<file path="src/hw/rtl/fgls_pkg.sv">
// Shared types, constants and the level lookup for the fuel gauge level slew block.
package fgls_pkg;

    localparam int unsigned PCT_W      = 8;
    localparam int unsigned LEVEL_W    = 3;
    localparam int unsigned TICK_W     = 16;
    localparam int unsigned CFG_IDX_W  = 3;
    localparam int unsigned CFG_DATA_W = 16;
    localparam int unsigned NUM_BOUNDS = 5;

    localparam logic [PCT_W-1:0]   INVALID_PERCENT = 8'hFF;
    localparam logic [TICK_W-1:0]  TICK_MAX        = 16'hFFFF;
    localparam logic [LEVEL_W-1:0] LEVEL_EMPTY     = 3'd0;
    localparam logic [LEVEL_W-1:0] LEVEL_FULL      = 3'd5;

    // Input item kinds.
    localparam logic ACTION_TICK   = 1'b0;
    localparam logic ACTION_UPDATE = 1'b1;

    // Configuration register indexes.
    localparam logic [CFG_IDX_W-1:0] REG_LEVEL0_UPPER   = 3'd0;
    localparam logic [CFG_IDX_W-1:0] REG_LEVEL1_UPPER   = 3'd1;
    localparam logic [CFG_IDX_W-1:0] REG_LEVEL2_UPPER   = 3'd2;
    localparam logic [CFG_IDX_W-1:0] REG_LEVEL3_UPPER   = 3'd3;
    localparam logic [CFG_IDX_W-1:0] REG_LEVEL4_UPPER   = 3'd4;
    localparam logic [CFG_IDX_W-1:0] REG_WAIT_BIG_GAP   = 3'd5;
    localparam logic [CFG_IDX_W-1:0] REG_WAIT_SMALL_GAP = 3'd6;

    localparam logic [PCT_W-1:0]  RST_LEVEL0_UPPER   = 8'd10;
    localparam logic [PCT_W-1:0]  RST_LEVEL1_UPPER   = 8'd25;
    localparam logic [PCT_W-1:0]  RST_LEVEL2_UPPER   = 8'd45;
    localparam logic [PCT_W-1:0]  RST_LEVEL3_UPPER   = 8'd65;
    localparam logic [PCT_W-1:0]  RST_LEVEL4_UPPER   = 8'd85;
    localparam logic [TICK_W-1:0] RST_WAIT_BIG_GAP   = 16'd300;
    localparam logic [TICK_W-1:0] RST_WAIT_SMALL_GAP = 16'd600;

    typedef logic [NUM_BOUNDS-1:0][PCT_W-1:0] t_bounds;

    // The lowest level whose upper bound the percentage does not exceed wins.
    function automatic logic [LEVEL_W-1:0] level_of(input logic [PCT_W-1:0] pct,
                                                     input t_bounds bounds);
        logic [LEVEL_W-1:0] lv;
        lv = LEVEL_FULL;
        for (int i = NUM_BOUNDS - 1; i >= 0; i--) begin
            if (pct <= bounds[i]) begin
                lv = LEVEL_W'(i);
            end
        end
        if (pct == INVALID_PERCENT) begin
            lv = LEVEL_EMPTY;
        end
        return lv;
    endfunction

endpackage

</file>
<file path="src/hw/rtl/fuel_gauge_level_slew.sv">
// Fuel gauge level slew filter: input register, update logic and result register.

// Each transfer on the input channel is a timer tick or a gauge update and produces
// exactly one result transfer. An item waits in the input register until the result
// register is empty or is being emptied, then moves into the result register, from
// which its result is offered to the output side. A new item can
// be taken every cycle while the output side keeps up. The level, warning and tick
// counter state is updated in the cycle an item moves into the result register. The
// input stalls only while both the input and the result register hold an item and
// the output side stalls. Configuration writes are always ready and take effect at
// once; write them only while no item is in flight.
module fuel_gauge_level_slew
    import fgls_pkg::*;
(
    input  logic                  i_clk,
    input  logic                  i_rst_n,

    input  logic                  i_in_valid,
    output logic                  o_in_stall,
    input  logic                  i_action,
    input  logic [PCT_W-1:0]      i_fuel_percent,

    output logic                  o_out_valid,
    input  logic                  i_out_stall,
    output logic                  o_display_write,
    output logic [LEVEL_W-1:0]    o_shown_level,
    output logic                  o_low_fuel_warning,

    input  logic                  i_cfg_valid,
    output logic                  o_cfg_ready,
    input  logic [CFG_IDX_W-1:0]  i_cfg_index,
    input  logic [CFG_DATA_W-1:0] i_cfg_data
);

    // Configuration registers.
    t_bounds           r_bounds;
    logic [TICK_W-1:0] r_wait_big;
    logic [TICK_W-1:0] r_wait_small;

    // Input register.
    logic              r_in_vld;
    logic              r_action;
    logic [PCT_W-1:0]  r_pct;

    // Filter state.
    logic               r_started,  n_started;
    logic [LEVEL_W-1:0] r_level,    n_level;
    logic [TICK_W-1:0]  r_tick,     n_tick;
    logic               r_warning,  n_warning;
    logic               n_write;

    // Result register.
    logic               r_out_vld;
    logic               r_out_write;
    logic [LEVEL_W-1:0] r_out_level;
    logic               r_out_warning;

    logic               advance;
    logic [LEVEL_W-1:0] target;
    logic [LEVEL_W-1:0] gap;
    logic               hold;

    assign o_cfg_ready = 1'b1;

    assign advance    = r_in_vld && (!r_out_vld || !i_out_stall);
    assign o_in_stall = r_in_vld && !advance;

    always_ff @(posedge i_clk) begin
        if (!i_rst_n) begin
            r_bounds[0]  <= RST_LEVEL0_UPPER;
            r_bounds[1]  <= RST_LEVEL1_UPPER;
            r_bounds[2]  <= RST_LEVEL2_UPPER;
            r_bounds[3]  <= RST_LEVEL3_UPPER;
            r_bounds[4]  <= RST_LEVEL4_UPPER;
            r_wait_big   <= RST_WAIT_BIG_GAP;
            r_wait_small <= RST_WAIT_SMALL_GAP;
        end else if (i_cfg_valid && o_cfg_ready) begin
            case (i_cfg_index)
                REG_LEVEL0_UPPER:   r_bounds[0]  <= i_cfg_data[PCT_W-1:0];
                REG_LEVEL1_UPPER:   r_bounds[1]  <= i_cfg_data[PCT_W-1:0];
                REG_LEVEL2_UPPER:   r_bounds[2]  <= i_cfg_data[PCT_W-1:0];
                REG_LEVEL3_UPPER:   r_bounds[3]  <= i_cfg_data[PCT_W-1:0];
                REG_LEVEL4_UPPER:   r_bounds[4]  <= i_cfg_data[PCT_W-1:0];
                REG_WAIT_BIG_GAP:   r_wait_big   <= i_cfg_data[TICK_W-1:0];
                REG_WAIT_SMALL_GAP: r_wait_small <= i_cfg_data[TICK_W-1:0];
                default: ;
            endcase
        end
    end

    always_ff @(posedge i_clk) begin
        if (!i_rst_n) begin
            r_in_vld <= 1'b0;
        end else if (!o_in_stall) begin
            r_in_vld <= i_in_valid;
        end
    end

    always_ff @(posedge i_clk) begin
        if (i_in_valid && !o_in_stall) begin
            r_action <= i_action;
            r_pct    <= i_fuel_percent;
        end
    end

    assign target = level_of(r_pct, r_bounds);
    assign gap    = (target > r_level) ? target - r_level : r_level - target;
    assign hold   = (gap >= LEVEL_W'(2) && r_tick < r_wait_big) ||
                    (gap == LEVEL_W'(1) && r_tick < r_wait_small);

    always_comb begin
        n_started = r_started;
        n_level   = r_level;
        n_tick    = r_tick;
        n_warning = r_warning;
        n_write   = 1'b0;
        if (r_action == ACTION_TICK) begin
            if (r_tick != TICK_MAX) begin
                n_tick = r_tick + TICK_W'(1);
            end
        end else if (!r_started) begin
            // The first update jumps straight to the target level.
            n_started = 1'b1;
            n_level   = target;
            n_warning = (target == LEVEL_EMPTY);
            n_write   = 1'b1;
            n_tick    = '0;
        end else if (!hold) begin
            n_tick = '0;
            if (r_level < target) begin
                n_level = r_level + LEVEL_W'(1);
            end else if (r_level > target) begin
                n_level = r_level - LEVEL_W'(1);
            end
            if (n_level == LEVEL_EMPTY) begin
                // An empty display is redrawn only when the warning first comes on.
                n_write   = !r_warning;
                n_warning = 1'b1;
            end else begin
                n_warning = 1'b0;
                n_write   = 1'b1;
            end
        end
    end

    always_ff @(posedge i_clk) begin
        if (!i_rst_n) begin
            r_started <= 1'b0;
            r_level   <= LEVEL_EMPTY;
            r_tick    <= '0;
            r_warning <= 1'b0;
        end else if (advance) begin
            r_started <= n_started;
            r_level   <= n_level;
            r_tick    <= n_tick;
            r_warning <= n_warning;
        end
    end

    always_ff @(posedge i_clk) begin
        if (!i_rst_n) begin
            r_out_vld <= 1'b0;
        end else if (advance) begin
            r_out_vld <= 1'b1;
        end else if (!i_out_stall) begin
            r_out_vld <= 1'b0;
        end
    end

    always_ff @(posedge i_clk) begin
        if (advance) begin
            r_out_write   <= n_write;
            r_out_level   <= n_level;
            r_out_warning <= n_warning;
        end
    end

    assign o_out_valid        = r_out_vld;
    assign o_display_write    = r_out_write;
    assign o_shown_level      = r_out_level;
    assign o_low_fuel_warning = r_out_warning;

    // The warning tracks an empty display once the gauge has started.
    a_warning_matches_level: assert property (@(posedge i_clk) disable iff (!i_rst_n)
        r_warning == (r_started && r_level == LEVEL_EMPTY))
        else $error("warning flag disagrees with displayed level");

    // After the first update the displayed level moves by at most one step.
    a_level_single_step: assert property (@(posedge i_clk) disable iff (!i_rst_n)
        ($past(r_started) && r_started) |->
            (r_level == $past(r_level) ||
             r_level == LEVEL_W'($past(r_level) + LEVEL_W'(1)) ||
             r_level == LEVEL_W'($past(r_level) - LEVEL_W'(1))))
        else $error("displayed level jumped by more than one step");

    // The displayed level never leaves its range.
    a_level_in_range: assert property (@(posedge i_clk) disable iff (!i_rst_n)
        r_level <= LEVEL_FULL)
        else $error("displayed level out of range");

endmodule

</file>
<file path="config.mk">
export PLATFORM = sky130hd
export DESIGN_NAME = fuel_gauge_level_slew
export DESIGN_NICKNAME = d
export VERILOG_FILES = /design/src/hw/rtl/fgls_pkg.sv /design/src/hw/rtl/fuel_gauge_level_slew.sv
export SDC_FILE = /design/constraint.sdc
export NUM_CORES = 1
export LEC_CHECK = 0
export BUFFER_PORTS_ARGS = -buffer_cell sky130_fd_sc_hd__buf_4
export CORE_MARGIN = 3
export CORE_UTILIZATION = 61
export CTS_CLUSTER_DIAMETER = 120
export DETAILED_ROUTE_END_ITERATION = 12
export PLACE_DENSITY = 0.8
export REMOVE_ABC_BUFFERS = 1
export SLEW_MARGIN = 20
export SYNTH_ARGS = -nofsm -noshare
export SYNTH_HDL_FRONTEND = slang
export SYNTH_SLANG_ARGS = --single-unit
</file>
<file path="constraint.sdc">
create_clock -name i_clk -period 4.83 [get_ports i_clk]
set_input_delay 0.2415 -clock i_clk [delete_from_list [all_inputs] [get_ports i_clk]]
set_output_delay 0.2415 -clock i_clk [all_outputs]
set_load 0.02 [all_outputs]
</file>
==> results of run 1 <==
stage by stage:
step           instances  total power, mW
6_report             937             1.91
5_1_grt              937             2.00
4_1_cts              937             1.90
3_5_place_dp         921             1.33
3_3_place_gp         921             1.32
2_1_floorplan        746             1.22
report_power, final:
group	switching, mW	internal (mW)	leakage (nW)
registers	0.0241	0.945	0.906
logic	0.209	0.143	1.86
clock network	0.333	0.259	0.109
total	0.566	1.35	2.88
kinds of logic after synthesis:
kind of cell	share of synthesized area (%)
flops	35.7
buf+inv	6.38
fa+ha+maj	15.8
compound gates	19.3
xor+xnor	2.15
mux	0.461
simple gates	20.2
other cells	0.0576
layout by cell type, fill, tap and decap left out, types with 3 or more instances in the layout:
| master | count |
|---|---|
| a211o_1 | 4 |
| a211oi_1 | 5 |
| a21boi_0 | 49 |
| a21o_1 | 7 |
| a21oi_1 | 27 |
| a311oi_1 | 3 |
| and2_1 | 3 |
| and3_1 | 8 |
| buf_4 | 39 |
| clkbuf_8 | 10 |
| dfxtp_1 | 95 |
| edfxtp_1 | 14 |
| ha_1 | 79 |
| inv_1 | 80 |
| mux2i_1 | 3 |
| nand2_1 | 153 |
| nand2b_1 | 8 |
| nand3_1 | 17 |
| nand4_1 | 18 |
| nor2_1 | 34 |
| nor2_2 | 3 |
| nor2b_1 | 14 |
| nor3_1 | 8 |
| o211ai_1 | 21 |
| o21a_1 | 8 |
| o21ai_0 | 15 |
| o21bai_1 | 4 |
| o22ai_1 | 4 |
| xnor2_1 | 14 |
worst paths after layout:
kind,startpoint,end,slack (ns),cells after the start
worst min-delay path,i_action,r_action,0.03,1
worst max-delay path,r_pct[7],o_shown_level[1],0.39,18
worst min register to register,r_wait_big[14],r_wait_big[14],0.47,2
worst max register to register,r_pct[7],o_shown_level[1],0.39,18
timing repair:
item,CTS,global route
resized for setup,0,2
buffers inserted,0,0
setup endpoints to repair,0,14
metal layers:
metal / wire length, µm / vias up
met5: 0 / -
met4: 308 / 0
met3: 680 / 31
met2: 7470 / 141
met1: 7100 / 2662
li1: - / 2710
critical path, cell delays in order (launching register included):
cell,delay [ns]
edfxtp_1,0.52
ha_1,0.36
a211o_1,0.29
a211o_1,0.23
o21ai_1,0.26
a211o_1,0.16
a31oi_1,0.05
nor2_2,0.21
inv_1,0.09
ha_1,0.22
fa_1,0.39
xor2_1,0.14
nand2_1,0.10
o21ai_0,0.30
nand3_1,0.24
nand2_4,0.18
a21oi_1,0.06
a211oi_1,0.27
o21ai_0,0.13
layout make-up:
class,count,area [µm²]
Multi-Input combinational cell,557,3790
Fill cell,859,3290
Sequential cell,109,2320
Clock inverter,6,68.8
Clock buffer,10,138
Inverter,80,300
Timing Repair Buffer,39,293
Tap cell,136,170
flip-flops by register name, summed over array words and instances (netlist names), 3 cells and up:
| register | flops |
|---|---|
| o_shown_level | 3 |
| r_bounds | 40 |
| r_level | 3 |
| r_pct | 8 |
| r_tick | 16 |
| r_wait_big | 16 |
| r_wait_small | 16 |
==> reports/metrics.yaml, run 1 <==
core_mm2: 0.0104
hold_buffers: 0
cts.sinks: 109
dr.pass1.iters: 5
synthesis.area_mm2: 0.00651
utilization_pct: 68.3
ant_nets: 0
critPathMaxFanout: 9
portBuffers: 39
yosysSeqAreaShare_pct: 35.7
detail_route.wl_per_cell_um: 16.6
yosysMostFrequentCell: "nand2_1"
async_flop_share_pct: 0
fin_area_mm2: 0.00708
cap_viol_max_count: 0
syn_avg_cell_area_um2: 8.42
drv_slew: 0
initial_core_util_pct: 62.8
tightestPinTransition_ns: 0.995
crit_arrival_ns: 4.57
place_congestion: 0.902
min_period_over_period_pct: 91.9
rows: 37
critPathCaptureType: "flip-flop"
netlist_top_cells_count: "nand2_1 (153), dfxtp_1 (95), inv_1 (80), ha_1 (79), a21boi_0 (49)"
htree_levels: 3
clockRootBuffer: "clkbuf_8"
grtUsageMet3_pct: 4.64
clock_path_buffers: 2
hp-class: "input pin to flip-flop"
num_antenna_cells: 0
p_per_area_mw_per_mm2: 270
synth_area_leaders: "dfxtp_1 (29%), ha_1 (15%), nand2_1 (8.8%)"
outcome: "finished clean"
startpoint_type: "flip-flop"
ys_types: 65
clock_latency_ns: 0.39
num_io_pins: 41
dieArea_mm2: 0.0119
fin_skew_ns: 0.0136
cts-buffers-inserted: 9
synth.top_cell.area_share_pct: 29.2
vias: 5544
vias_per_cell: 5.92
hold_slack_ns: 0.0274
cts_tree: "built"
tns_ns: 0
area_growth_pct: 8.78
antenna_found_initial: 0
yosys_warnings: 0
track_usage_pct: 27.2
timing.final.crit_period_ns: 4.44
ys_seq_elements: 109
drt-initial-drc-count: 277
maxSlewHeadroom_pct: 33.2
grtUsageMet2_pct: 45.7
drive_above_1_share_pct: 9.49
path_clk_slew_ns: 0.11
wl_um: 15600
final_nets: 910
die_y_um: 109
p_leak_nw: 2.88
dpl_worst_slack_ns: 0.388
overflow: 0
synthCells: 773
grt_pass1_vias: 5420
grt_pass1_wl_um: 25800
worst_ep_required_time_ns: 4.96
grt.busiest_layer: "met2"
synth-edff-count: 14
drc_errors: 0
ys.flop_type: "dfxtp_1"
grt_use_met1_pct: 36.0
hold_viol: 0
rsz0062_at_grt: "false"
grt_max_degree: 84
die_w_um: 109
setup_ws_ns: 0.391
setup_viol: 0
vdd_drop_max_v: 0.000168
max_freq_ghz: 0.225
synth_top_area_cell: "dfxtp_1"
post-dp-hpwl_um: 11600
dpl_cell_area_mm2: 0.00686
critPathKind: "flip-flop to flip-flop"
Note: power is estimated with default switching activity, not from simulation.
==> run 2: changes to the inputs <==
- RECOVER_POWER: not set -> 50
==> run 2 against run 1 <==
Effect of this change: the run now ends with capacitance limit, slew limit left; flip-flop and latch count is the same; global-route usage unchanged; worst hold slack improved by 0.024 ns; worst setup slack about the same; cell area fell by 0.37%; combinational power about the same; sequential share of layout area is 0.12 points higher.
==> reports/metrics.yaml, run 2 (synthesized netlist as in run 1, its figures left out) <==
outcome: "finished with violations"
violations: "capacitance limit, slew limit"
cts_tree: "built"
max_freq_ghz: 0.225  # about the same
overflow: 0  # unchanged
wl_um: 15500  # -0.31%
cts-buffers-inserted: 9  # unchanged
vias_per_cell: 5.92  # about the same
num_io_pins: 41  # unchanged
hold_buffers: 0  # unchanged
largest_reg_flops: 40  # unchanged
initial_core_util_pct: 62.8  # unchanged
hp-class: "input pin to flip-flop"
final.fill_count: 864  # +0.58%
num_antenna_cells: 0  # unchanged
drt-initial-drc-count: 286  # +3.2%
portBuffers: 39  # unchanged
drv_slew: 84  # +84
crit_arrival_ns: 4.57  # about the same
grtUsageMet3_pct: 4.64  # unchanged
grtUsageMet2_pct: 45.7  # unchanged
grt_pass1_wl_um: 25800  # unchanged
core_mm2: 0.0104  # unchanged
area_growth_pct: 8.38
drive_above_1_share_pct: 8.61  # -0.87 points
p_leak_nw: 2.85  # -0.99%
clock_path_buffers: 2  # unchanged
cts.sinks: 109  # unchanged
path_clk_slew_ns: 0.10  # about the same
dieArea_mm2: 0.0119  # unchanged
maxSlewHeadroom_pct: -115  # -150 points
post-dp-hpwl_um: 11600  # unchanged
critPathCaptureType: "flip-flop"
min_period_over_period_pct: 91.9  # about the same
place_congestion: 0.902  # unchanged
setup_viol: 0  # unchanged
tns_ns: 0  # unchanged
p_per_area_mw_per_mm2: 270  # about the same
antenna_found_initial: 0  # unchanged
critPathKind: "flip-flop to flip-flop"
timing.final.crit_period_ns: 4.44  # +0.0000740 ns
hold_viol: 0  # unchanged
vdd_drop_max_v: 0.000168  # -0.55%
final_cell_mix: "nand2_1 (153), dfxtp_1 (95), inv_1 (80), ha_1 (79), a21boi_0 (49)"
grt.busiest_layer: "met2"
grt_max_degree: 84  # unchanged
final_nets: 910  # unchanged
dpl_worst_slack_ns: 0.388  # unchanged
detail_route.wl_per_cell_um: 16.6  # -0.31%
dr.pass1.iters: 5  # unchanged
clockRootBuffer: "clkbuf_8"
htree_levels: 3  # unchanged
critPathMaxFanout: 9  # unchanged
die_w_um: 109  # unchanged
rows: 37  # unchanged
startpoint_type: "flip-flop"
mostFrequentLayoutCell: "nand2_1"
cap_viol_max_count: 1  # +1
grt_pass1_vias: 5420  # unchanged
rsz0062_at_grt: "false"
die_y_um: 109  # unchanged
grt_use_met1_pct: 36.0  # unchanged
tightestPinTransition_ns: 3.23  # +2.23 ns
regMostFlops: "r_bounds"
worst_ep_required_time_ns: 4.96  # about the same
fin_skew_ns: 0.0119  # -0.00176 ns
clock_latency_ns: 0.38  # about the same
vias: 5543  # -0.018%
utilization_pct: 68.0  # -0.25 points
drc_errors: 0  # unchanged
ant_nets: 0  # unchanged
track_usage_pct: 27.2  # unchanged
setup_ws_ns: 0.391  # -0.0000740 ns
-- run 2: cell count changes in the layout (fill, tap and decap cells not counted), sizes merged --
cell | previous run | this run
clkbuf | 10 | 26
buf | 39 | 23
-- run 2: final timing paths --
kind / startpoint / end / slack [ns] / cells past startpoint
max: r_pct[7] / o_shown_level[1] / 0.39 / 18
min: i_action / r_action / 0.05 / 1
max reg2reg: r_pct[7] / o_shown_level[1] / 0.39 / 18
min reg2reg: r_wait_big[14] / r_wait_big[14] / 0.48 / 2
-- run 2: timing repair --
| item | in CTS | in global routing |
|---|---|---|
| setup buffers | 0 | 0 |
| gates resized for setup | 0 | 2 |
| setup endpoints to repair | 0 | 14 |
| hold endpoints to repair | 0 | 0 |
-- run 2: cell type report --
cell class / count / area (µm²) / area share, %
clock inverter: 6 / 68.8 / 0.975
timing repair buffer: 39 / 267 / 3.78
sequential: 109 / 2320 / 32.9
inverter: 80 / 300 / 4.26
tap: 136 / 170 / 2.41
multi-input combinational: 557 / 3790 / 53.7
clock buffer: 10 / 138 / 1.95
-- run 2: stage by stage --
stage | power (mW) | instances | instance area [µm²] | hold WS [ns]
floorplan | 1.22 | 746 | 6390 | 0.313
global placement | 1.32 | 921 | 6860 | 0.420
detailed placement | 1.33 | 921 | 6860 | 0.421
CTS | 1.90 | 937 | 7070 | 0.0240
global route | 2.00 | 937 | 7060 | 0.0450
finish | 1.91 | 937 | 7060 | 0.0514
-- run 2: worst max-delay path, stage by stage, from the launching register on --
cell	delay, ns
edfxtp_1	0.51
ha_1	0.35
a211o_1	0.29
a211o_1	0.23
o21ai_1	0.26
a211o_1	0.16
a31oi_1	0.05
nor2_2	0.21
inv_1	0.09
ha_1	0.22
fa_1	0.39
xor2_1	0.14
nand2_1	0.10
o21ai_0	0.30
nand3_1	0.24
nand2_4	0.18
a21oi_1	0.06
a211oi_1	0.28
o21ai_0	0.13
-- run 2: layer usage --
layer  part of all wire [%]  routed length, µm
met1                     44               6860
met2                     49               7550
met3                    5.2                813
met4                    1.8                281
met5                      0                  0
-- run 2: report_power, final --
part           internal, mW  leakage (nW)  switching [mW]
Combinational         0.142          1.83           0.209
Sequential            0.945         0.906          0.0242
Clock                 0.259         0.109           0.329
Total                  1.35          2.85           0.561
==> run 3: changes to the inputs <==
- HOLD_SLACK_MARGIN: not set -> 0.1
- RECOVER_POWER: 50 -> not set
==> run 3 against run 2 <==
Effect of this change: the flow now finishes without violations; die area unchanged; non-clock buffer count increased by 12; worst hold slack improved by 0.063 ns; via count increased by 1.1%; critical path type unchanged; largest cell class unchanged; largest power group unchanged.
==> reports/metrics.yaml, run 3 (synthesized netlist as in run 1, its figures left out) <==
post_cts_buffers: 0  # unchanged
crit_end: "o_shown_level[1]"
dieArea_mm2: 0.0119  # unchanged
post-dp-hpwl_um: 11600  # unchanged
max_freq_ghz: 0.225  # -0.15%
hp-start: "i_cfg_data[10]"
place_congestion: 0.902  # unchanged
drv_slew: 0  # -100%
startpoint_type: "flip-flop"
clock_path_buffers: 2  # unchanged
path_clk_slew_ns: 0.11  # about the same
setup_viol: 0  # unchanged
tightestPinTransition_ns: 1.01  # -2.22 ns
layout.area.seq_mm2: 0.00232  # unchanged
cp_top_family: "compound AO/OA/AOI/OAI gates"
num_io_pins: 41  # unchanged
antenna_found_initial: 0  # unchanged
initial_core_util_pct: 62.8  # unchanged
fin_skew_ns: 0.0125  # +0.000619 ns
wl_um: 15700  # +1.1%
final.fill_count: 843  # -2.4%
p_leak_nw: 2.93  # +2.8%
mostFrequentLayoutCell: "nand2_1"
clock_latency_ns: 0.38  # about the same
drt-initial-drc-count: 316  # +10%
worst_path_max_delay_cell: "edfxtp_1"
rsz0062_at_grt: "false"
multi_input_area_mm2: 0.00379  # unchanged
portBuffers: 39  # unchanged
tns_ns: 0  # unchanged
cp_num_cells: 18  # unchanged
area_growth_pct: 10.6
grt_pass1_wl_um: 26100  # +1.2%
cts-buffers-inserted: 9  # unchanged
drive_above_1_share_pct: 9.35  # +0.73 points
track_usage_pct: 27.6  # +0.38 points
cp-startpoint: "r_pct[7]"
htree_levels: 3  # unchanged
grt_pass1_vias: 5489  # +1.3%
critPathCaptureType: "flip-flop"
path_buf_inv: 1  # unchanged
clockRootBuffer: "clkbuf_8"
outcome: "finished clean"
crit_arrival_ns: 4.58  # about the same
cts.sinks: 109  # unchanged
final_nets: 922  # +1.3%
p_per_area_mw_per_mm2: 266  # -1.6%
min_period_over_period_pct: 92.0  # +0.14 points
cap_viol_max_count: 0  # -1
die_y_um: 109  # unchanged
maxSlewHeadroom_pct: 32.3  # +150 points
vias_per_cell: 5.90  # -0.21%
max_stage_delay_ns: 0.51  # about the same
final_cell_mix: "nand2_1 (153), dfxtp_1 (95), inv_1 (80), ha_1 (79), a21boi_0 (49)"
hp-class: "input pin to flip-flop"
rr_endpoint: "o_shown_level[1]"
core_mm2: 0.0104  # unchanged
fin_total_pwr_mw: 1.92  # +0.49%
regMostFlops: "r_bounds"
dp_cells: 921  # unchanged
cts_tree: "built"
worst_ep_required_time_ns: 4.96  # about the same
rrSetupSlack_ns: 0.38  # about the same
ant_nets: 0  # unchanged
critPathMaxFanout: 9  # unchanged
largest_reg_flops: 40  # unchanged
r2r_start: "r_pct[7]"
critPathKind: "flip-flop to flip-flop"
timing.final.crit_period_ns: 4.45  # +0.00653 ns
finalNonFillerCells: 949  # +1.3%
detail_route.wl_per_cell_um: 16.5  # -0.21%
hold_viol: 0  # unchanged
die_w_um: 109  # unchanged
utilization_pct: 69.4  # +1.4 points
rows: 37  # unchanged
setup_ws_ns: 0.384  # -0.00653 ns
num_antenna_cells: 0  # unchanged
cp_cell_sequence: "ha_1, a211o_1, a211o_1, o21ai_1, a211o_1, a31oi_1, nor2_2, inv_1, ha_1, fa_1, xor2_1, nand2_1, o21ai_0, nand3_1, nand2_4, a21oi_1, a211oi_1, o21ai_0"
overflow: 0  # unchanged
grt_max_degree: 84  # unchanged
ff2ff_path_depth: 18  # unchanged
vias: 5602  # +1.1%
dr.pass1.iters: 5  # unchanged
drc_errors: 0  # unchanged
crit_top_cell: "a211o_1"
dpl_worst_slack_ns: 0.388  # unchanged
vdd_drop_max_v: 0.000167  # about the same
run 3: per-stage QoR:
step                hold slack (ns)  cell area [µm²]
floorplan                     0.313             6390
global placement              0.420             6860
detailed placement            0.421             6860
CTS                           0.113             7190
global route                  0.116             7200
finish                        0.115             7200
run 3: worst min path at each step:
stage                           endpoint  slack (ns)  cells past startpoint
after floorplan             r_bounds[16]        0.31                      1
after global placement          r_action        0.42                      1
after detailed placement        r_pct[3]        0.42                      1
after CTS                 r_wait_big[10]        0.11                      3
after global routing      r_wait_big[10]        0.12                      3
final                     r_wait_big[10]        0.11                      3
run 3: where the power goes:
part	total, mW	leakage, nW	internal [mW]	switching (mW)
Sequential	0.969	0.906	0.945	0.0240
Combinational	0.360	1.91	0.149	0.211
Clock	0.587	0.109	0.259	0.328
run 3: what timing repair did:
action                     CTS  global route
setup endpoints to repair    0            15
gates resized for setup      0             2
hold buffers                12             0
hold endpoints to repair    12             0
run 3: final cells by class:
type                       instances  share of cell area [%]
multi-input combinational        557                    52.6
inverter                          80                    4.17
clock buffer                      10                    1.91
tap                              136                    2.36
timing repair buffer              51                    5.73
sequential                       109                    32.2
clock inverter                     6                   0.956
run 3: worst min-delay path, delay by kind of cell:
kind                   cells  cell delay (ns)
buffers and inverters      1             0.11
and+or+nand+nor            1             0.04
AOI/OAI and AO/OA          1             0.06
run 3: routing by layer:
layer | GRT usage, % | vias to the layer above | share of wire (%)
met5 | 0 | - | 0
met4 | 8.28 | 0 | 1.9
met3 | 4.64 | 30 | 5.3
met2 | 46.7 | 163 | 48
met1 | 36.3 | 2680 | 45
li1 | - | 2729 | -
